File: src/rtl/acsi_pkg.sv
package acsi_pkg;

    localparam logic [7:0] CH_ESC      = 8'h1B;
    localparam logic [7:0] CH_LBR      = 8'h5B;
    localparam logic [7:0] CH_SEMI     = 8'h3B;
    localparam logic [7:0] CH_QUEST    = 8'h3F;
    localparam logic [7:0] CH_ZERO     = 8'h30;
    localparam logic [7:0] CH_NINE     = 8'h39;
    localparam logic [7:0] CH_UPPER_A  = 8'h41;
    localparam logic [7:0] CH_UPPER_Z  = 8'h5A;
    localparam logic [7:0] CH_LOWER_A  = 8'h61;
    localparam logic [7:0] CH_LOWER_Z  = 8'h7A;

    localparam logic [7:0] CMD_UP      = 8'h41;
    localparam logic [7:0] CMD_DOWN    = 8'h42;
    localparam logic [7:0] CMD_RIGHT   = 8'h43;
    localparam logic [7:0] CMD_LEFT    = 8'h44;
    localparam logic [7:0] CMD_POS     = 8'h48;
    localparam logic [7:0] CMD_ED      = 8'h4A;
    localparam logic [7:0] CMD_EL      = 8'h4B;
    localparam logic [7:0] CMD_SGR     = 8'h6D;
    localparam logic [7:0] CMD_DSR     = 8'h6E;
    localparam logic [7:0] CMD_SAVE    = 8'h73;
    localparam logic [7:0] CMD_RESTORE = 8'h75;

    localparam logic [15:0] SGR_RESET    = 16'd0;
    localparam logic [15:0] SGR_FG_LO    = 16'd30;
    localparam logic [15:0] SGR_FG_HI    = 16'd37;
    localparam logic [15:0] SGR_BG_LO    = 16'd40;
    localparam logic [15:0] SGR_BG_HI    = 16'd47;
    localparam logic [15:0] SGR_FG_EXT   = 16'd38;
    localparam logic [15:0] SGR_BG_EXT   = 16'd48;
    localparam logic [15:0] SGR_RGB_MODE = 16'd2;
    localparam logic [15:0] DSR_CPR      = 16'd6;
    localparam logic [15:0] ED_ALL       = 16'd2;
    localparam logic [15:0] EL_TO_END    = 16'd0;
    localparam logic [15:0] EL_FROM_HOME = 16'd1;
    localparam logic [15:0] NUM_MAX      = 16'hFFFF;

    localparam logic [1:0] ERASE_NONE   = 2'd0;
    localparam logic [1:0] ERASE_SCREEN = 2'd1;
    localparam logic [1:0] ERASE_SPAN   = 2'd2;

    localparam logic CFG_ROWS = 1'b0;
    localparam logic CFG_COLS = 1'b1;

    localparam logic [7:0] ROWS_RESET = 8'd25;
    localparam logic [7:0] COLS_RESET = 8'd80;

    typedef struct packed {
        logic        is_rgb;
        logic [23:0] value;
    } color_t;

    localparam color_t FG_RESET = '{is_rgb: 1'b0, value: 24'd7};
    localparam color_t BG_RESET = '{is_rgb: 1'b0, value: 24'd0};

    typedef struct packed {
        logic clr_total;
        logic clr_num;
        logic digit;
        logic push;
        logic push_if_digits;
        logic exec;
        logic ptr_clr;
        logic ptr_inc;
        logic sgr_eval;
        logic rgb_r;
        logic rgb_g;
        logic rgb_b;
        logic load_out;
    } cmd_t;

    typedef struct packed {
        logic is_esc;
        logic is_lbr;
        logic is_digit;
        logic is_semi;
        logic is_quest;
        logic is_letter;
        logic is_sgr;
        logic sgr_end;
        logic rgb_lead;
        logic rgb_mode;
        logic out_free;
    } sts_t;

endpackage

File: src/rtl/acsi_ctrl.sv
module acsi_ctrl (
    input  logic          clk,
    input  logic          rst_n,
    input  logic          in_valid,
    output logic          in_stall,
    input  acsi_pkg::sts_t sts,
    output acsi_pkg::cmd_t cmd
);

    localparam logic [1:0] P_NORMAL = 2'd0;
    localparam logic [1:0] P_ESC    = 2'd1;
    localparam logic [1:0] P_CSI    = 2'd2;

    localparam logic [2:0] S_IDLE     = 3'd0;
    localparam logic [2:0] S_SGR_SYNC = 3'd1;
    localparam logic [2:0] S_SGR_EVAL = 3'd2;
    localparam logic [2:0] S_RGB_CHK  = 3'd3;
    localparam logic [2:0] S_RGB_R    = 3'd4;
    localparam logic [2:0] S_RGB_G    = 3'd5;
    localparam logic [2:0] S_RGB_B    = 3'd6;
    localparam logic [2:0] S_DONE     = 3'd7;

    logic [1:0] pstate_reg, pstate_next;
    logic [2:0] state_reg, state_next;
    logic       take;

    assign in_stall = !(state_reg == S_IDLE && sts.out_free);
    assign take     = in_valid && !in_stall;

    always_comb
    begin
        state_next  = state_reg;
        pstate_next = pstate_reg;
        cmd         = '0;
        case (state_reg)
            S_IDLE:
            begin
                if (take)
                begin
                    cmd.load_out = 1'b1;
                    case (pstate_reg)
                        P_NORMAL:
                        begin
                            if (sts.is_esc)
                            begin
                                cmd.clr_total = 1'b1;
                                cmd.clr_num   = 1'b1;
                                pstate_next   = P_ESC;
                            end
                        end
                        P_ESC:
                        begin
                            if (sts.is_lbr)
                            begin
                                cmd.clr_num = 1'b1;
                                pstate_next = P_CSI;
                            end
                            else
                            begin
                                pstate_next = P_NORMAL;
                            end
                        end
                        P_CSI:
                        begin
                            if (sts.is_digit)
                            begin
                                cmd.digit = 1'b1;
                            end
                            else if (sts.is_semi)
                            begin
                                cmd.push    = 1'b1;
                                cmd.clr_num = 1'b1;
                            end
                            else if (sts.is_quest)
                            begin
                                pstate_next = P_CSI;
                            end
                            else if (sts.is_letter)
                            begin
                                cmd.push_if_digits = 1'b1;
                                cmd.clr_num        = 1'b1;
                                cmd.exec           = 1'b1;
                                pstate_next        = P_NORMAL;
                                if (sts.is_sgr)
                                begin
                                    cmd.load_out = 1'b0;
                                    cmd.ptr_clr  = 1'b1;
                                    state_next   = S_SGR_SYNC;
                                end
                            end
                            else
                            begin
                                pstate_next = P_NORMAL;
                            end
                        end
                        default:
                        begin
                            pstate_next = P_NORMAL;
                        end
                    endcase
                end
            end
            S_SGR_SYNC:
            begin
                cmd.ptr_clr = 1'b1;
                state_next  = S_SGR_EVAL;
            end
            S_SGR_EVAL:
            begin
                if (sts.sgr_end)
                begin
                    state_next = S_DONE;
                end
                else
                begin
                    cmd.sgr_eval = 1'b1;
                    cmd.ptr_inc  = 1'b1;
                    if (sts.rgb_lead)
                    begin
                        state_next = S_RGB_CHK;
                    end
                end
            end
            S_RGB_CHK:
            begin
                if (sts.rgb_mode)
                begin
                    cmd.ptr_inc = 1'b1;
                    state_next  = S_RGB_R;
                end
                else
                begin
                    state_next = S_SGR_EVAL;
                end
            end
            S_RGB_R:
            begin
                cmd.rgb_r   = 1'b1;
                cmd.ptr_inc = 1'b1;
                state_next  = S_RGB_G;
            end
            S_RGB_G:
            begin
                cmd.rgb_g   = 1'b1;
                cmd.ptr_inc = 1'b1;
                state_next  = S_RGB_B;
            end
            S_RGB_B:
            begin
                cmd.rgb_b   = 1'b1;
                cmd.ptr_inc = 1'b1;
                state_next  = S_SGR_EVAL;
            end
            S_DONE:
            begin
                if (sts.out_free)
                begin
                    cmd.load_out = 1'b1;
                    state_next   = S_IDLE;
                end
            end
            default:
            begin
                state_next = S_IDLE;
            end
        endcase
    end

    always_ff @(posedge clk or negedge rst_n)
    begin
        if (!rst_n)
        begin
            state_reg  <= S_IDLE;
            pstate_reg <= P_NORMAL;
        end
        else
        begin
            state_reg  <= state_next;
            pstate_reg <= pstate_next;
        end
    end

`ifndef SYNTHESIS
    a_sgr_starts_walk: assert property (@(posedge clk) disable iff (!rst_n)
        (take && pstate_reg == P_CSI && sts.is_letter && sts.is_sgr)
        |=> (state_reg == S_SGR_SYNC))
        else $error("sgr letter did not start the parameter walk");

    a_load_needs_room: assert property (@(posedge clk) disable iff (!rst_n)
        cmd.load_out |-> sts.out_free)
        else $error("result loaded while the output register is held");

    a_rgb_order: assert property (@(posedge clk) disable iff (!rst_n)
        (state_reg == S_RGB_R) |-> ($past(state_reg) == S_RGB_CHK))
        else $error("rgb red fetch without a mode check");
`endif

endmodule

File: src/rtl/acsi_dp.sv
module acsi_dp #(
    parameter int MAX_PARAMS = 16,
    parameter int MAX_DIGITS = 15
) (
    input  logic           clk,
    input  logic           rst_n,
    input  logic [7:0]     byte_in,
    input  logic           cfg_valid,
    input  logic           cfg_index,
    input  logic [7:0]     cfg_data,
    input  logic           out_stall,
    input  acsi_pkg::cmd_t cmd,
    output acsi_pkg::sts_t sts,
    output logic           out_valid,
    output logic [7:0]     cursor_row,
    output logic [7:0]     cursor_col,
    output logic           fg_is_rgb,
    output logic [23:0]    fg_value,
    output logic           bg_is_rgb,
    output logic [23:0]    bg_value,
    output logic [1:0]     erase_kind,
    output logic [7:0]     erase_row,
    output logic [7:0]     erase_col,
    output logic [7:0]     erase_width,
    output logic           report_valid
);

    localparam int TW = $clog2(MAX_PARAMS + 1);
    localparam int IW = $clog2(MAX_PARAMS);
    localparam int DW = $clog2(MAX_DIGITS + 1);

    logic [DW-1:0] digits_reg, digits_next;
    logic [15:0]   acc_reg, acc_next;
    logic [TW-1:0] total_reg, total_next, ptr_reg, ptr_next, total_eff;
    logic [15:0]   p0_reg, p0_next, p1_reg, p1_next, p0_eff, p1_eff;
    logic [15:0]   pdata_reg;
    logic [15:0]   mem [MAX_PARAMS];
    logic [7:0]    rows_reg, cols_reg;
    logic [7:0]    row_reg, row_next, col_reg, col_next;
    logic [7:0]    srow_reg, srow_next, scol_reg, scol_next;
    acsi_pkg::color_t fg_reg, fg_next, bg_reg, bg_next;
    logic          fg_sel_reg, fg_sel_next;
    logic [7:0]    red_reg, red_next, green_reg, green_next;

    logic          out_valid_reg, out_valid_next;
    logic [7:0]    o_row_reg, o_col_reg, o_erow_reg, o_ecol_reg, o_ewidth_reg;
    acsi_pkg::color_t o_fg_reg, o_bg_reg;
    logic [1:0]    o_kind_reg;
    logic          o_rep_reg;

    logic          do_push, has0, has1;
    logic [19:0]   acc_sum;
    logic [15:0]   n, hr, hc, hr_m1, hc_m1, mode;
    logic [7:0]    rlim, clim, to_end, upto_cur;
    logic [16:0]   row_sum, col_sum;
    logic [1:0]    er_kind;
    logic [7:0]    er_row, er_col, er_width;
    logic          rep;

    assign sts.is_esc    = byte_in == acsi_pkg::CH_ESC;
    assign sts.is_lbr    = byte_in == acsi_pkg::CH_LBR;
    assign sts.is_digit  = byte_in >= acsi_pkg::CH_ZERO && byte_in <= acsi_pkg::CH_NINE;
    assign sts.is_semi   = byte_in == acsi_pkg::CH_SEMI;
    assign sts.is_quest  = byte_in == acsi_pkg::CH_QUEST;
    assign sts.is_letter = (byte_in >= acsi_pkg::CH_UPPER_A && byte_in <= acsi_pkg::CH_UPPER_Z)
                        || (byte_in >= acsi_pkg::CH_LOWER_A && byte_in <= acsi_pkg::CH_LOWER_Z);
    assign sts.is_sgr    = byte_in == acsi_pkg::CMD_SGR;
    assign sts.sgr_end   = ptr_reg >= total_reg;
    assign sts.rgb_lead  = (pdata_reg == acsi_pkg::SGR_FG_EXT || pdata_reg == acsi_pkg::SGR_BG_EXT)
                        && ((TW+1)'(ptr_reg) + (TW+1)'(4) < (TW+1)'(total_reg));
    assign sts.rgb_mode  = pdata_reg == acsi_pkg::SGR_RGB_MODE;
    assign sts.out_free  = !out_valid_reg || !out_stall;

    // parameter collection
    assign do_push = (cmd.push || (cmd.push_if_digits && digits_reg != '0))
                  && total_reg < TW'(MAX_PARAMS);
    assign acc_sum = 20'(acc_reg) * 20'd10 + 20'(byte_in[3:0]);

    always_comb
    begin
        digits_next = digits_reg;
        acc_next    = acc_reg;
        if (cmd.clr_num)
        begin
            digits_next = '0;
            acc_next    = '0;
        end
        else if (cmd.digit && digits_reg < DW'(MAX_DIGITS))
        begin
            digits_next = digits_reg + DW'(1);
            acc_next    = (acc_sum > 20'(acsi_pkg::NUM_MAX)) ? acsi_pkg::NUM_MAX
                                                            : acc_sum[15:0];
        end
        total_next = total_reg;
        if (cmd.clr_total)
            total_next = '0;
        else if (do_push)
            total_next = total_reg + TW'(1);
        p0_next = (do_push && total_reg == '0) ? acc_reg : p0_reg;
        p1_next = (do_push && total_reg == TW'(1)) ? acc_reg : p1_reg;
        if (cmd.ptr_clr)
            ptr_next = '0;
        else if (cmd.ptr_inc)
            ptr_next = ptr_reg + TW'(1);
        else
            ptr_next = ptr_reg;
    end

    assign total_eff = total_reg + TW'(do_push);
    assign p0_eff    = p0_next;
    assign p1_eff    = p1_next;
    assign has0      = total_eff != '0;
    assign has1      = total_eff > TW'(1);

    // command execution
    assign rlim     = (rows_reg == 8'd0) ? 8'd0 : rows_reg - 8'd1;
    assign clim     = (cols_reg == 8'd0) ? 8'd0 : cols_reg - 8'd1;
    assign n        = has0 ? p0_eff : 16'd1;
    assign hr       = has0 ? p0_eff : 16'd1;
    assign hc       = has1 ? p1_eff : 16'd1;
    assign hr_m1    = (hr == 16'd0) ? 16'd0 : hr - 16'd1;
    assign hc_m1    = (hc == 16'd0) ? 16'd0 : hc - 16'd1;
    assign mode     = has0 ? p0_eff : 16'd0;
    assign row_sum  = 17'(row_reg) + 17'(n);
    assign col_sum  = 17'(col_reg) + 17'(n);
    assign to_end   = (cols_reg > col_reg) ? cols_reg - col_reg : 8'd0;
    assign upto_cur = (col_reg == 8'hFF) ? 8'hFF : col_reg + 8'd1;

    always_comb
    begin
        row_next  = row_reg;
        col_next  = col_reg;
        srow_next = srow_reg;
        scol_next = scol_reg;
        er_kind   = acsi_pkg::ERASE_NONE;
        er_row    = 8'd0;
        er_col    = 8'd0;
        er_width  = 8'd0;
        rep       = 1'b0;
        if (cmd.exec)
        begin
            case (byte_in)
                acsi_pkg::CMD_UP:
                    row_next = (16'(row_reg) > n) ? row_reg - n[7:0] : 8'd0;
                acsi_pkg::CMD_DOWN:
                    row_next = (row_sum > 17'(rlim)) ? rlim : row_sum[7:0];
                acsi_pkg::CMD_RIGHT:
                    col_next = (col_sum > 17'(clim)) ? clim : col_sum[7:0];
                acsi_pkg::CMD_LEFT:
                    col_next = (16'(col_reg) > n) ? col_reg - n[7:0] : 8'd0;
                acsi_pkg::CMD_POS:
                begin
                    row_next = (hr_m1 > 16'(rlim)) ? rlim : hr_m1[7:0];
                    col_next = (hc_m1 > 16'(clim)) ? clim : hc_m1[7:0];
                end
                acsi_pkg::CMD_ED:
                begin
                    if (mode == acsi_pkg::ED_ALL)
                    begin
                        er_kind  = acsi_pkg::ERASE_SCREEN;
                        row_next = 8'd0;
                        col_next = 8'd0;
                    end
                    else
                    begin
                        er_kind  = acsi_pkg::ERASE_SPAN;
                        er_row   = row_reg;
                        er_col   = col_reg;
                        er_width = to_end;
                    end
                end
                acsi_pkg::CMD_EL:
                begin
                    er_kind = acsi_pkg::ERASE_SPAN;
                    er_row  = row_reg;
                    if (mode == acsi_pkg::EL_TO_END)
                    begin
                        er_col   = col_reg;
                        er_width = to_end;
                    end
                    else if (mode == acsi_pkg::EL_FROM_HOME)
                    begin
                        er_width = upto_cur;
                    end
                    else
                    begin
                        er_width = cols_reg;
                    end
                end
                acsi_pkg::CMD_SAVE:
                begin
                    srow_next = row_reg;
                    scol_next = col_reg;
                end
                acsi_pkg::CMD_RESTORE:
                begin
                    row_next = srow_reg;
                    col_next = scol_reg;
                end
                acsi_pkg::CMD_DSR:
                    rep = has0 && p0_eff == acsi_pkg::DSR_CPR;
                default:
                    rep = 1'b0;
            endcase
        end
    end

    // sgr walk
    always_comb
    begin
        fg_next     = fg_reg;
        bg_next     = bg_reg;
        fg_sel_next = fg_sel_reg;
        red_next    = red_reg;
        green_next  = green_reg;
        if (cmd.sgr_eval)
        begin
            fg_sel_next = pdata_reg == acsi_pkg::SGR_FG_EXT;
            if (pdata_reg == acsi_pkg::SGR_RESET)
            begin
                fg_next = acsi_pkg::FG_RESET;
                bg_next = acsi_pkg::BG_RESET;
            end
            else if (pdata_reg >= acsi_pkg::SGR_FG_LO && pdata_reg <= acsi_pkg::SGR_FG_HI)
            begin
                fg_next = '{is_rgb: 1'b0, value: 24'(pdata_reg - acsi_pkg::SGR_FG_LO)};
            end
            else if (pdata_reg >= acsi_pkg::SGR_BG_LO && pdata_reg <= acsi_pkg::SGR_BG_HI)
            begin
                bg_next = '{is_rgb: 1'b0, value: 24'(pdata_reg - acsi_pkg::SGR_BG_LO)};
            end
        end
        if (cmd.rgb_r)
            red_next = pdata_reg[7:0];
        if (cmd.rgb_g)
            green_next = pdata_reg[7:0];
        if (cmd.rgb_b)
        begin
            if (fg_sel_reg)
                fg_next = '{is_rgb: 1'b1, value: {red_reg, green_reg, pdata_reg[7:0]}};
            else
                bg_next = '{is_rgb: 1'b1, value: {red_reg, green_reg, pdata_reg[7:0]}};
        end
    end

    always_ff @(posedge clk)
    begin
        if (do_push)
            mem[total_reg[IW-1:0]] <= acc_reg;
        pdata_reg <= mem[ptr_next[IW-1:0]];
    end

    assign out_valid_next = cmd.load_out ? 1'b1 : (out_valid_reg && out_stall);

    always_ff @(posedge clk or negedge rst_n)
    begin
        if (!rst_n)
        begin
            digits_reg    <= '0;
            acc_reg       <= '0;
            total_reg     <= '0;
            ptr_reg       <= '0;
            rows_reg      <= acsi_pkg::ROWS_RESET;
            cols_reg      <= acsi_pkg::COLS_RESET;
            row_reg       <= '0;
            col_reg       <= '0;
            srow_reg      <= '0;
            scol_reg      <= '0;
            fg_reg        <= acsi_pkg::FG_RESET;
            bg_reg        <= acsi_pkg::BG_RESET;
            out_valid_reg <= 1'b0;
        end
        else
        begin
            digits_reg    <= digits_next;
            acc_reg       <= acc_next;
            total_reg     <= total_next;
            ptr_reg       <= ptr_next;
            row_reg       <= row_next;
            col_reg       <= col_next;
            srow_reg      <= srow_next;
            scol_reg      <= scol_next;
            fg_reg        <= fg_next;
            bg_reg        <= bg_next;
            out_valid_reg <= out_valid_next;
            if (cfg_valid && cfg_index == acsi_pkg::CFG_ROWS)
                rows_reg <= cfg_data;
            if (cfg_valid && cfg_index == acsi_pkg::CFG_COLS)
                cols_reg <= cfg_data;
        end
    end

    always_ff @(posedge clk)
    begin
        p0_reg     <= p0_next;
        p1_reg     <= p1_next;
        fg_sel_reg <= fg_sel_next;
        red_reg    <= red_next;
        green_reg  <= green_next;
        if (cmd.load_out)
        begin
            o_row_reg    <= row_next;
            o_col_reg    <= col_next;
            o_fg_reg     <= fg_next;
            o_bg_reg     <= bg_next;
            o_kind_reg   <= er_kind;
            o_erow_reg   <= er_row;
            o_ecol_reg   <= er_col;
            o_ewidth_reg <= er_width;
            o_rep_reg    <= rep;
        end
    end

    assign out_valid    = out_valid_reg;
    assign cursor_row   = o_row_reg;
    assign cursor_col   = o_col_reg;
    assign fg_is_rgb    = o_fg_reg.is_rgb;
    assign fg_value     = o_fg_reg.value;
    assign bg_is_rgb    = o_bg_reg.is_rgb;
    assign bg_value     = o_bg_reg.value;
    assign erase_kind   = o_kind_reg;
    assign erase_row    = o_erow_reg;
    assign erase_col    = o_ecol_reg;
    assign erase_width  = o_ewidth_reg;
    assign report_valid = o_rep_reg;

`ifndef SYNTHESIS
    a_eval_in_range: assert property (@(posedge clk) disable iff (!rst_n)
        cmd.sgr_eval |-> (ptr_reg < total_reg))
        else $error("sgr evaluated past the stored parameters");

    a_rgb_in_range: assert property (@(posedge clk) disable iff (!rst_n)
        cmd.rgb_b |-> (ptr_reg < total_reg))
        else $error("rgb blue taken past the stored parameters");

    a_screen_erase_homes: assert property (@(posedge clk) disable iff (!rst_n)
        (out_valid_reg && o_kind_reg == acsi_pkg::ERASE_SCREEN)
        |-> (o_row_reg == 8'd0 && o_col_reg == 8'd0))
        else $error("screen erase left the cursor away from home");
`endif

endmodule

File: src/rtl/ansi_csi_terminal_parser.sv
// channel  direction  handshake              payload
// in       input      in_valid / in_stall    byte_in
// out      output     out_valid / out_stall  cursor, colours, erase span, report_valid
// cfg      input      cfg_valid / cfg_ready  cfg_index (0 rows, 1 cols), cfg_data
//
// An ordinary byte is taken and its result loaded into the output register in the same cycle.
// An 'm' final walks the parameter store, one read a cycle, in S_SGR_EVAL; a 38 or 48 with four
// more parameters goes to S_RGB_CHK, then S_RGB_R/G/B if the next one is 2, else back to S_SGR_EVAL.
// rst_n clears the parser, cursor and colours; rows 25, cols 80.
// in_stall is high while the walk runs or while a result is held by out_stall.
module ansi_csi_terminal_parser #(
    parameter int MAX_PARAMS = 16,
    parameter int MAX_DIGITS = 15
) (
    input  logic        clk,
    input  logic        rst_n,
    input  logic        in_valid,
    output logic        in_stall,
    input  logic [7:0]  byte_in,
    output logic        out_valid,
    input  logic        out_stall,
    output logic [7:0]  cursor_row,
    output logic [7:0]  cursor_col,
    output logic        fg_is_rgb,
    output logic [23:0] fg_value,
    output logic        bg_is_rgb,
    output logic [23:0] bg_value,
    output logic [1:0]  erase_kind,
    output logic [7:0]  erase_row,
    output logic [7:0]  erase_col,
    output logic [7:0]  erase_width,
    output logic        report_valid,
    input  logic        cfg_valid,
    output logic        cfg_ready,
    input  logic        cfg_index,
    input  logic [7:0]  cfg_data
);

    acsi_pkg::cmd_t cmd;
    acsi_pkg::sts_t sts;

    assign cfg_ready = 1'b1;

    acsi_ctrl u_ctrl (
        .clk      (clk),
        .rst_n    (rst_n),
        .in_valid (in_valid),
        .in_stall (in_stall),
        .sts      (sts),
        .cmd      (cmd)
    );

    acsi_dp #(
        .MAX_PARAMS (MAX_PARAMS),
        .MAX_DIGITS (MAX_DIGITS)
    ) u_dp (
        .clk          (clk),
        .rst_n        (rst_n),
        .byte_in      (byte_in),
        .cfg_valid    (cfg_valid),
        .cfg_index    (cfg_index),
        .cfg_data     (cfg_data),
        .out_stall    (out_stall),
        .cmd          (cmd),
        .sts          (sts),
        .out_valid    (out_valid),
        .cursor_row   (cursor_row),
        .cursor_col   (cursor_col),
        .fg_is_rgb    (fg_is_rgb),
        .fg_value     (fg_value),
        .bg_is_rgb    (bg_is_rgb),
        .bg_value     (bg_value),
        .erase_kind   (erase_kind),
        .erase_row    (erase_row),
        .erase_col    (erase_col),
        .erase_width  (erase_width),
        .report_valid (report_valid)
    );

endmodule

File: config.mk
export PLATFORM = sky130hd
export DESIGN_NAME = ansi_csi_terminal_parser
export DESIGN_NICKNAME = d
export VERILOG_FILES = /design/src/rtl/acsi_pkg.sv /design/src/rtl/acsi_ctrl.sv /design/src/rtl/acsi_dp.sv /design/src/rtl/ansi_csi_terminal_parser.sv
export SDC_FILE = /design/constraint.sdc
export NUM_CORES = 1
export LEC_CHECK = 0
export ABC_CLOCK_PERIOD_IN_PS = 8300
export BUFFER_PORTS_ARGS = -buffer_cell sky130_fd_sc_hd__buf_4
export CORE_MARGIN = 2
export CORE_UTILIZATION = 32
export DETAILED_ROUTE_END_ITERATION = 6
export GPL_ROUTABILITY_DRIVEN = 0
export HOLD_SLACK_MARGIN = 0.15
export PLACE_DENSITY = 0.56
export SKIP_CTS_REPAIR_TIMING = 1
export SYNTH_ARGS = -nofsm -noshare
export SYNTH_HDL_FRONTEND = slang
export SYNTH_SLANG_ARGS = --single-unit
File: constraint.sdc
create_clock -name clk -period 8.3 [get_ports clk]
set_input_delay 1.245 -clock clk [delete_from_list [all_inputs] [get_ports clk]]
set_output_delay 1.245 -clock clk [all_outputs]
set_load 0.01 [all_outputs]
==> impl_metrics.tcl, run 1 <==
set metrics [dict create \
    status "completed" \
    initial_core_util 0.3228 \
    yosysTopAreaCell "edfxtp_1" \
    rr_startpoint "u_ctrl.pstate_reg[0]" \
    vias_per_cell 5.320 \
    portBuffers 116 \
    post-route-period-util 0.8912 \
    synthFlopType "edfxtp_1" \
    crit_fanout 15 \
    total_power_mw 9.019 \
    place_hpwl_mm 56.55 \
    dpl.cell_count 3808 \
    routed_wirelength_mm 82.51 \
    final_core_util 0.3750 \
    drc_errors 0 \
    synth_edf_count 366 \
    synth_cell_types 99 \
    clockRootBuffer "clkbuf_16" \
    clkSlewWorstSetupHoldPaths_ns 0.06 \
    die_x_um 302.6 \
    fin_skew_ns 0.02731 \
    critPathRequiredTime_ns 8.75 \
    arrival_ns 7.85 \
    hold_path_depth 2 \
    cts_inserted_buffers 58 \
    cap_violations 0 \
    endpoint_kind "register" \
    antenna_found_initial 2 \
    place_worst_setup_slack_ns 0.3913 \
    rsz0062_at_grt "false" \
    diodes 0 \
    cts_tree "done" \
    vias 20845 \
    cp-start-kind "input port" \
    finalMaxSlewViolations 0 \
    fin_setup_tns_ns 0 \
    fmax_ghz 0.1352 \
    synth_area_leaders "edfxtp_1 39%, dfrtp_1 11%, ha_1 6.0%" \
    slew-limit-headroom 0.2295 \
    cts_buffer_depth 3 \
    syn_to_final_growth_pct 16.17 \
    timing.final.hold_violations 0 \
    r2r_slack_ns 1.22 \
    ff2ff_path_depth 31 \
    numClockSinks 548 \
    final_cells 3918 \
    fin_crit_ns 7.397 \
    critPathMostFrequentCell "ha_1" \
    cts_max_level 2 \
    yosysWarnings 0 \
    die_y_um 302.6 \
    grt_overflow 0 \
    synth_top_area_frac 0.3853 \
    worst_pin_slew_ns 1.146 \
    setup_ws_ns 0.9027 \
    placed_area_um2 31020 \
    dieArea_um2 91550 \
    syn-num-nets 2736 \
    syn_avg_cell_area_um2 11.10 \
    first_iter_violations 1549 \
    final_cell_area_um2 33140 \
    nNetsFinal 2869 \
    ir_worst_vdd_v 0.0005342 \
    grt_pass1_wl_mm 125.5 \
    ys_seq_area_frac 0.5369 \
    syn_area_um2 28530 \
    rr_endpoint "u_dp.cursor_row[2]" \
    ys_ff_latch 548 \
    cpPeakStageDelay_ns 0.53 \
    drt-wirelength-per-cell_um 21.06 \
    setup_viol 0 \
    slowest_stage "or4_1" \
    power.density_nw_per_um2 272.2 \
    drive_gt1_frac 0.1522 \
    grt_pass1_vias 20714 \
    fp-row-count 109 \
    drtAntennaViolNets 0 \
    synthCells 2570 \
    core_area_um2 88370 \
    crit_type "in -> reg" \
    min_from "u_dp.p1_reg[13]" \
    holdCritPathClass "reg -> reg" \
    holdPathEnd "u_dp.p1_reg[13]" \
    dr.pass1.iters 5 \
    whs_ns 0.4430 \
    p_leak_nw 13.38 \
    grt_max_degree 130 \
    io_pins 118 \
    grt_util_all_layers 0.1772 \
    async_reset_ff_frac 0.2445 \
    worstSkewPairLatency_ns 0.64 \
    largest_reg_flops 256 \
]
[critical path, delay by kind of cell]
kind,cells,cell delay (ns)
compound gates,12,2.51
fa+ha+maj,5,1.32
buf+inv,4,0.51
simple gates,10,2.05
xor+xnor,1,0.19
[metal layers]
metal,GRT usage,routed length (um),vias up,share of wire
met5,0,27,-,0.00033
met4,0.07272,3321,4,0.040
met3,0.02270,3981,161,0.048
met2,0.2923,38720,636,0.47
met1,0.2354,36460,10206,0.44
li1,-,-,9838,-
[cells in the mapped netlist, drive strengths merged, types with 8 or more instances]
cell,number
edfxtp,366
nand2,270
nor2,194
ha,137
a21oi,132
dfrtp,126
inv,117
mux2i,115
o21ai,103
clkbuf,92
nor3,67
mux2,62
nand3,59
xnor2,58
dfxtp,48
o31ai,41
nand4,39
a32oi,35
a21o,34
xor2,31
buf,29
nor4,29
o22ai,28
nor2b,25
a31o,24
or3,21
o21a,20
a221oi,19
and2,18
nand2b,18
o211ai,16
a31oi,15
a211oi,12
o21bai,12
and3,10
or4,10
a21boi,9
or2,9
dfstp,8
nor3b,8
o221ai,8
[where the power goes]
group          internal [mW]  leakage (nW)  switching, mW
clock network           1.74          1.03           1.12
logic                   1.02          6.50           1.58
registers               3.33          5.84          0.222
total                   6.09          13.4           2.93
[worst max path at each step]
| stage | from | endpoint | cells after the start |
|---|---|---|---|
| after floorplan | byte_in[7] | u_dp.cursor_row[2] | 38 |
| after global placement | byte_in[2] | u_dp.cursor_row[2] | 32 |
| after detailed placement | byte_in[2] | u_dp.cursor_row[2] | 32 |
| after CTS | byte_in[2] | u_dp.cursor_row[2] | 32 |
| after global routing | byte_in[2] | u_dp.cursor_row[2] | 30 |
| final | byte_in[2] | u_dp.cursor_row[2] | 32 |
[area by class of cell]
| class | count | area (um2) |
|---|---|---|
| fill | 8784 | 55240 |
| sequential | 548 | 15310 |
| multi-input combinational | 1783 | 12330 |
| clock buffer | 80 | 1615 |
| timing repair buffer | 194 | 1473 |
| tap | 1165 | 1458 |
| clock inverter | 30 | 504.2 |
| inverter | 118 | 442.9 |
[cell usage in the layout (no fill, tap or decap), types with 28 or more instances in the layout]
cell       synthesis  routed
xor2_1            31      31
dfrtp_1          126     126
a32oi_1           35      35
o21ai_0           96      96
xnor2_1           58      58
clkbuf_16          0      59
dfxtp_1           48      48
buf_4              3     192
mux2_2            61      61
a21oi_1          131     131
nand4_1           39      39
nor3_1            67      64
nor2_1           193     189
inv_1            116     116
ha_1             137     137
a21o_1            34      34
nand3_1           59      59
o22ai_1           28      28
mux2i_1          115     115
nand2_1          269     268
edfxtp_1         366     366
o31ai_1           40      40
[logic make-up (layout without fill, tap and decap cells)]
| kind of cell | Yosys count | in the layout | share of synthesized area |
|---|---|---|---|
| AND/OR/NAND/NOR | 805 | 805 | 0.1359 |
| multiplexers | 177 | 177 | 0.06483 |
| flip-flops | 548 | 548 | 0.5369 |
| XOR/XNOR | 89 | 89 | 0.02733 |
| adder cells (fa/ha/maj) | 144 | 144 | 0.06500 |
| AO/OA/AOI/OAI | 567 | 567 | 0.1356 |
| other | 1 | 1 | 0.0001315 |
| buffers and inverters | 239 | 422 | 0.03439 |
No activity file was read; power rests on OpenSTA's default activity.
==> inputs of run 2 (changes only) <==
- BUFFER_PORTS_ARGS: -buffer_cell sky130_fd_sc_hd__buf_4 -> -buffer_cell sky130_fd_sc_hd__buf_2
==> run 2 against run 1 <==
Via count down 0.43%. Critical endpoint unchanged. Setup slack got worse by 0.052 ns. Sequential share of layout area is 0.70 points higher. Design area shrank 1.5%. Final cell count about the same. Core utilization decreased by 0.56 points.
==> impl_metrics.tcl, run 2 (synthesis results as in run 1) <==
set metrics [dict create \
    fp-row-count 109 \
    drt-wirelength-per-cell_um 20.96 \
    layout_common_cells "366 x edfxtp_1, 268 x nand2_1, 190 x nor2_1" \
    die_y_um 302.6 \
    cts_inserted_buffers 56 \
    finalMaxSlewViolations 0 \
    numClockSinks 548 \
    grt_overflow 0 \
    critPathMostFrequentCell "ha_1" \
    clockRootBuffer "clkbuf_16" \
    fin_crit_ns 7.449 \
    p_switching_mw 2.901 \
    grt_util_all_layers 0.1756 \
    drive_gt1_frac 0.1517 \
    crit_family "compound AO/OA/AOI/OAI gates" \
    fin_setup_tns_ns 0 \
    arrival_ns 7.90 \
    holdCritPathClass "reg -> reg" \
    cp.depth 32 \
    drc_errors 0 \
    io_pins 118 \
    grt_max_degree 81 \
    grt_pass1_wl_mm 124.0 \
    die_x_um 302.6 \
    rr_startpoint "u_ctrl.pstate_reg[0]" \
    cts_max_level 2 \
    place_hpwl_mm 56.71 \
    first_iter_violations 1724 \
    ff2ff_path_depth 31 \
    clockPowerShare 0.302 \
    slowest_stage "or4_1" \
    total_power_mw 8.713 \
    status "completed" \
    cts_tree "done" \
    final_cell_area_um2 32640 \
    worst-path-buf-inv 4 \
    cts_buffer_depth 3 \
    cap_violations 0 \
    slew-limit-headroom 0.1833 \
    dieArea_um2 91550 \
    core_area_um2 88370 \
    grt_pass1_vias 20337 \
    swShare 0.3329 \
    largest_reg_flops 256 \
    critPathRequiredTime_ns 8.75 \
    internal-power_mw 5.812 \
    clkSlewWorstSetupHoldPaths_ns 0.06 \
    rr_endpoint "u_dp.cursor_row[2]" \
    critical_path.startpoint "byte_in[1]" \
    syn_to_final_growth_pct 14.43 \
    crit_fanout 11 \
    dr.pass1.iters 6 \
    r2r_slack_ns 1.14 \
    p_leak_nw 13.18 \
    rsz0062_at_grt "false" \
    vias 20755 \
    ir_worst_vdd_v 0.0002613 \
    fin_skew_ns 0.01592 \
    worstSkewPairLatency_ns 0.63 \
    pwr-share-seq 0.407 \
    drtAntennaViolNets 0 \
    routed_wirelength_mm 82.05 \
    post-route-period-util 0.8975 \
    endpoint "u_dp.cursor_row[2]" \
    worst_pin_slew_ns 1.214 \
    antenna_found_initial 2 \
    portBuffers 116 \
    vias_per_cell 5.301 \
    initial_core_util 0.3228 \
    fmax_ghz 0.1342 \
    cpPeakStageDelay_ns 0.57 \
    timing.final.hold_violations 0 \
    layout_commonest_cell "edfxtp_1" \
    power.density_nw_per_um2 266.9 \
    placed_area_um2 30720 \
    nNetsFinal 2868 \
    cp-start-kind "input port" \
    crit_type "in -> reg" \
    setup_viol 0 \
    pwr-share-comb 0.291 \
    endpoint_kind "register" \
]
[run 2: cell count changes in the layout (fill, tap and decap cells not counted), moves of 2 or more]
cell,delta
buf_2,+115
buf_4,-113
bufinv_16,-5
clkbuf_1,-3
clkbuf_16,-3
clkinv_2,+7
clkinvlp_4,+2
inv_6,-2
[run 2: worst min path at each step]
stage	slack, ns	endpoint	start	cells after the start
after floorplan	0.42	u_dp.p1_reg[10]	u_dp.p1_reg[10]	2
after global placement	0.43	u_dp.p1_reg[12]	u_dp.p1_reg[12]	2
after detailed placement	0.44	u_dp.p1_reg[13]	u_dp.p1_reg[13]	2
after CTS	0.45	u_dp.p1_reg[12]	u_dp.p1_reg[12]	2
after global routing	0.49	u_dp.p1_reg[10]	u_dp.p1_reg[10]	2
final	0.45	u_dp.p1_reg[12]	u_dp.p1_reg[12]	2
[run 2: final cells by class]
cell class	instances	area, um2
Fill cell	8766	55730
Inverter	118	442.9
Clock inverter	30	379.1
Timing Repair Buffer	195	1180
Multi-Input combinational cell	1783	12320
Clock buffer	75	1543
Antenna cell	1	2.502
Sequential cell	548	15310
Tap cell	1165	1458
[run 2: tightest hold or removal path, delay by kind of cell (launching register included)]
kind / cells / cell delay, ns
simple gates: 2 / 0.09
flops: 1 / 0.31
[run 2: per-stage QoR]
step	setup WS [ns]	cells	hold WS, ns	utilization
after global placement	0.4304	3809	0.4321	0.3476
after CTS	0.9049	3914	0.4501	0.3693
after global routing	0.3906	3914	0.4850	0.3693
after floorplan	0.03963	2570	0.4221	-
final	0.8506	3915	0.4500	0.3694
after detailed placement	0.2679	3809	0.4388	0.3476
[run 2: layer usage]
layer  vias up  wire (um)  GRT usage  share of wire
li1       9849          -          -              -
met1     10141      36430     0.2377           0.44
met2       602      38260     0.2858           0.47
met3       161       4366    0.02521          0.053
met4         2       2971    0.06498          0.036
met5         -         16          0        0.00020
[run 2: power by group through the flow]
stage / clock [mW] / sequential (mW) / combinational (mW)
floorplan: 0 / 3.58 / 1.73
global placement: 0 / 3.60 / 2.55
detailed placement: 0 / 3.60 / 2.56
CTS: 2.69 / 3.55 / 2.57
global route: 2.79 / 3.59 / 2.78
finish: 2.64 / 3.54 / 2.53
==> inputs of run 3 (changes only) <==
- CAP_MARGIN: default -> 25
- GPL_TIMING_DRIVEN: default -> 0
==> run 3 against run 2 <==
Core utilization is 0.66 points higher. Wire length is 0.84% lower. Critical path depth is 5 higher. Sequential power is 1% lower. Register-to-register slack worse by 0.53 ns. Fmax is 7.0% lower. Clock skew is 0.012 ns higher. Clock-buffer cell count is 1 higher. Setup slack worse by 0.56 ns.
==> impl_metrics.tcl, run 3 (synthesis results as in run 1) <==
set metrics [dict create \
    status "completed" \
    core_area_um2 88370 \
    grt_max_degree 90 \
    crit_type "in -> reg" \
    power.density_nw_per_um2 260.2 \
    portBuffers 114 \
    rsz0062_at_grt "false" \
    largest_reg_flops 256 \
    worst_pin_slew_ns 1.248 \
    placed_area_um2 31020 \
    crit_fanout 19 \
    layout_common_cells "366 x edfxtp_1, 266 x nand2_1, 178 x nor2_1" \
    die_x_um 302.6 \
    drive_gt1_frac 0.1511 \
    cp-start-kind "input port" \
    post-route-period-util 0.9650 \
    p_leak_nw 13.20 \
    io_pins 118 \
    critical_path.startpoint "byte_in[7]" \
    cts_tree "done" \
    arrival_ns 8.38 \
    ir_worst_vdd_v 0.0001956 \
    vias_per_cell 5.280 \
    fin_crit_ns 8.010 \
    worst-path-buf-inv 9 \
    place_hpwl_mm 59.75 \
    nNetsFinal 2938 \
    fin_skew_ns 0.02842 \
    vias 21041 \
    cts_buffer_depth 3 \
    antenna_found_initial 7 \
    fmax_ghz 0.1248 \
    cts_inserted_buffers 56 \
    layout_commonest_cell "edfxtp_1" \
    grt_overflow 0 \
    die_y_um 302.6 \
    diodes 0 \
    grt_util_all_layers 0.1749 \
    holdCritPathClass "reg -> reg" \
    finalMaxSlewViolations 0 \
    cap_violations 0 \
    routed_wirelength_mm 81.36 \
    dieArea_um2 91550 \
    slowest_stage "or4b_4" \
    final_cell_area_um2 33220 \
    endpoint_kind "register" \
    drt-wirelength-per-cell_um 20.42 \
    timing.final.hold_violations 0 \
    initial_core_util 0.3228 \
    first_iter_violations 1709 \
    numClockSinks 548 \
    clkSlewWorstSetupHoldPaths_ns 0.06 \
    rr_startpoint "u_ctrl.pstate_reg[0]" \
    dr.pass1.iters 7 \
    slew-limit-headroom 0.1600 \
    cts_max_level 2 \
    clockRootBuffer "clkbuf_16" \
    worstSkewPairLatency_ns 0.64 \
    cpPeakStageDelay_ns 0.55 \
    crit_family "compound AO/OA/AOI/OAI gates" \
    min_from "u_dp.p1_reg[10]" \
    total_power_mw 8.645 \
    drtAntennaViolNets 0 \
    critPathRequiredTime_ns 8.67 \
    fin_setup_tns_ns 0 \
    syn_to_final_growth_pct 16.47 \
    grt_pass1_vias 20378 \
    setup_viol 0 \
    drc_errors 0 \
    grt_pass1_wl_mm 123.8 \
    fp-row-count 109 \
]
-- run 3: cell types whose count changed in the layout (fill, tap and decap cells not counted), moves of 5 or more --
cell / previous run / this run
buf_8: 0 / 8
buf_1: 0 / 12
buf_6: 1 / 10
bufinv_16: 7 / 2
buf_16: 0 / 9
a21oi_1: 131 / 126
nor2_1: 190 / 178
buf_4: 79 / 17
nor2_2: 2 / 13
clkbuf_1: 12 / 100
-- run 3: worst reg2reg max path: cells and delay by family, from the launching register on --
kind / cells / cell delay [ns]
adder cells (fa/ha/maj): 5 / 1.28
AO/OA/AOI/OAI: 13 / 2.42
AND/OR/NAND/NOR: 9 / 1.97
flip-flops: 1 / 0.45
buffers and inverters: 8 / 1.05
XOR/XNOR: 1 / 0.26
-- run 3: area by class of cell --
type	instances	area, um2
fillers	8758	55150
flip-flops and latches	548	15310
clock inverters	30	290.3
inverters	118	442.9
clock buffers	76	1526
well taps	1165	1458
repair buffers	148	1076
multi-input cells	1783	12540
plain buffers	117	576.8
-- run 3: metal layers --
metal	up-vias	track usage	routed length, um
li1	9992	-	-
met1	10260	0.2472	37290
met2	631	0.2802	37470
met3	154	0.02370	4323
met4	4	0.04973	2262
met5	-	0	23
-- run 3: final timing paths --
check                                endpoint  slack, ns  depth (start not counted)
setup / recovery           u_dp.cursor_row[2]       0.29                         37
hold / removal                u_dp.p1_reg[10]       0.45                          2
setup reg to reg           u_dp.cursor_row[2]       0.61                         36
hold reg to reg               u_dp.p1_reg[10]       0.45                          2
max in group asynchronous     u_dp.fg_reg[17]       6.88                          2
min in group asynchronous    u_dp.cols_reg[5]       0.54                          1
-- run 3: per-stage QoR --
stage                     hold slack, ns  setup WS (ns)    util  instances
final                             0.4460         0.2902  0.3759       3985
after global routing              0.4564        0.03177  0.3759       3985
after CTS                         0.4454         -1.287  0.3716       3975
after detailed placement          0.4360         -1.917  0.3511       3869
after global placement            0.4391         -1.861  0.3459       3849
after floorplan                   0.4221        0.03963       -       2570
-- run 3: power by group --
group	total [mW]	switching (mW)	internal (mW)
clock	2.50	1.13	1.37
combinational	2.65	1.69	0.957
sequential	3.50	0.169	3.33
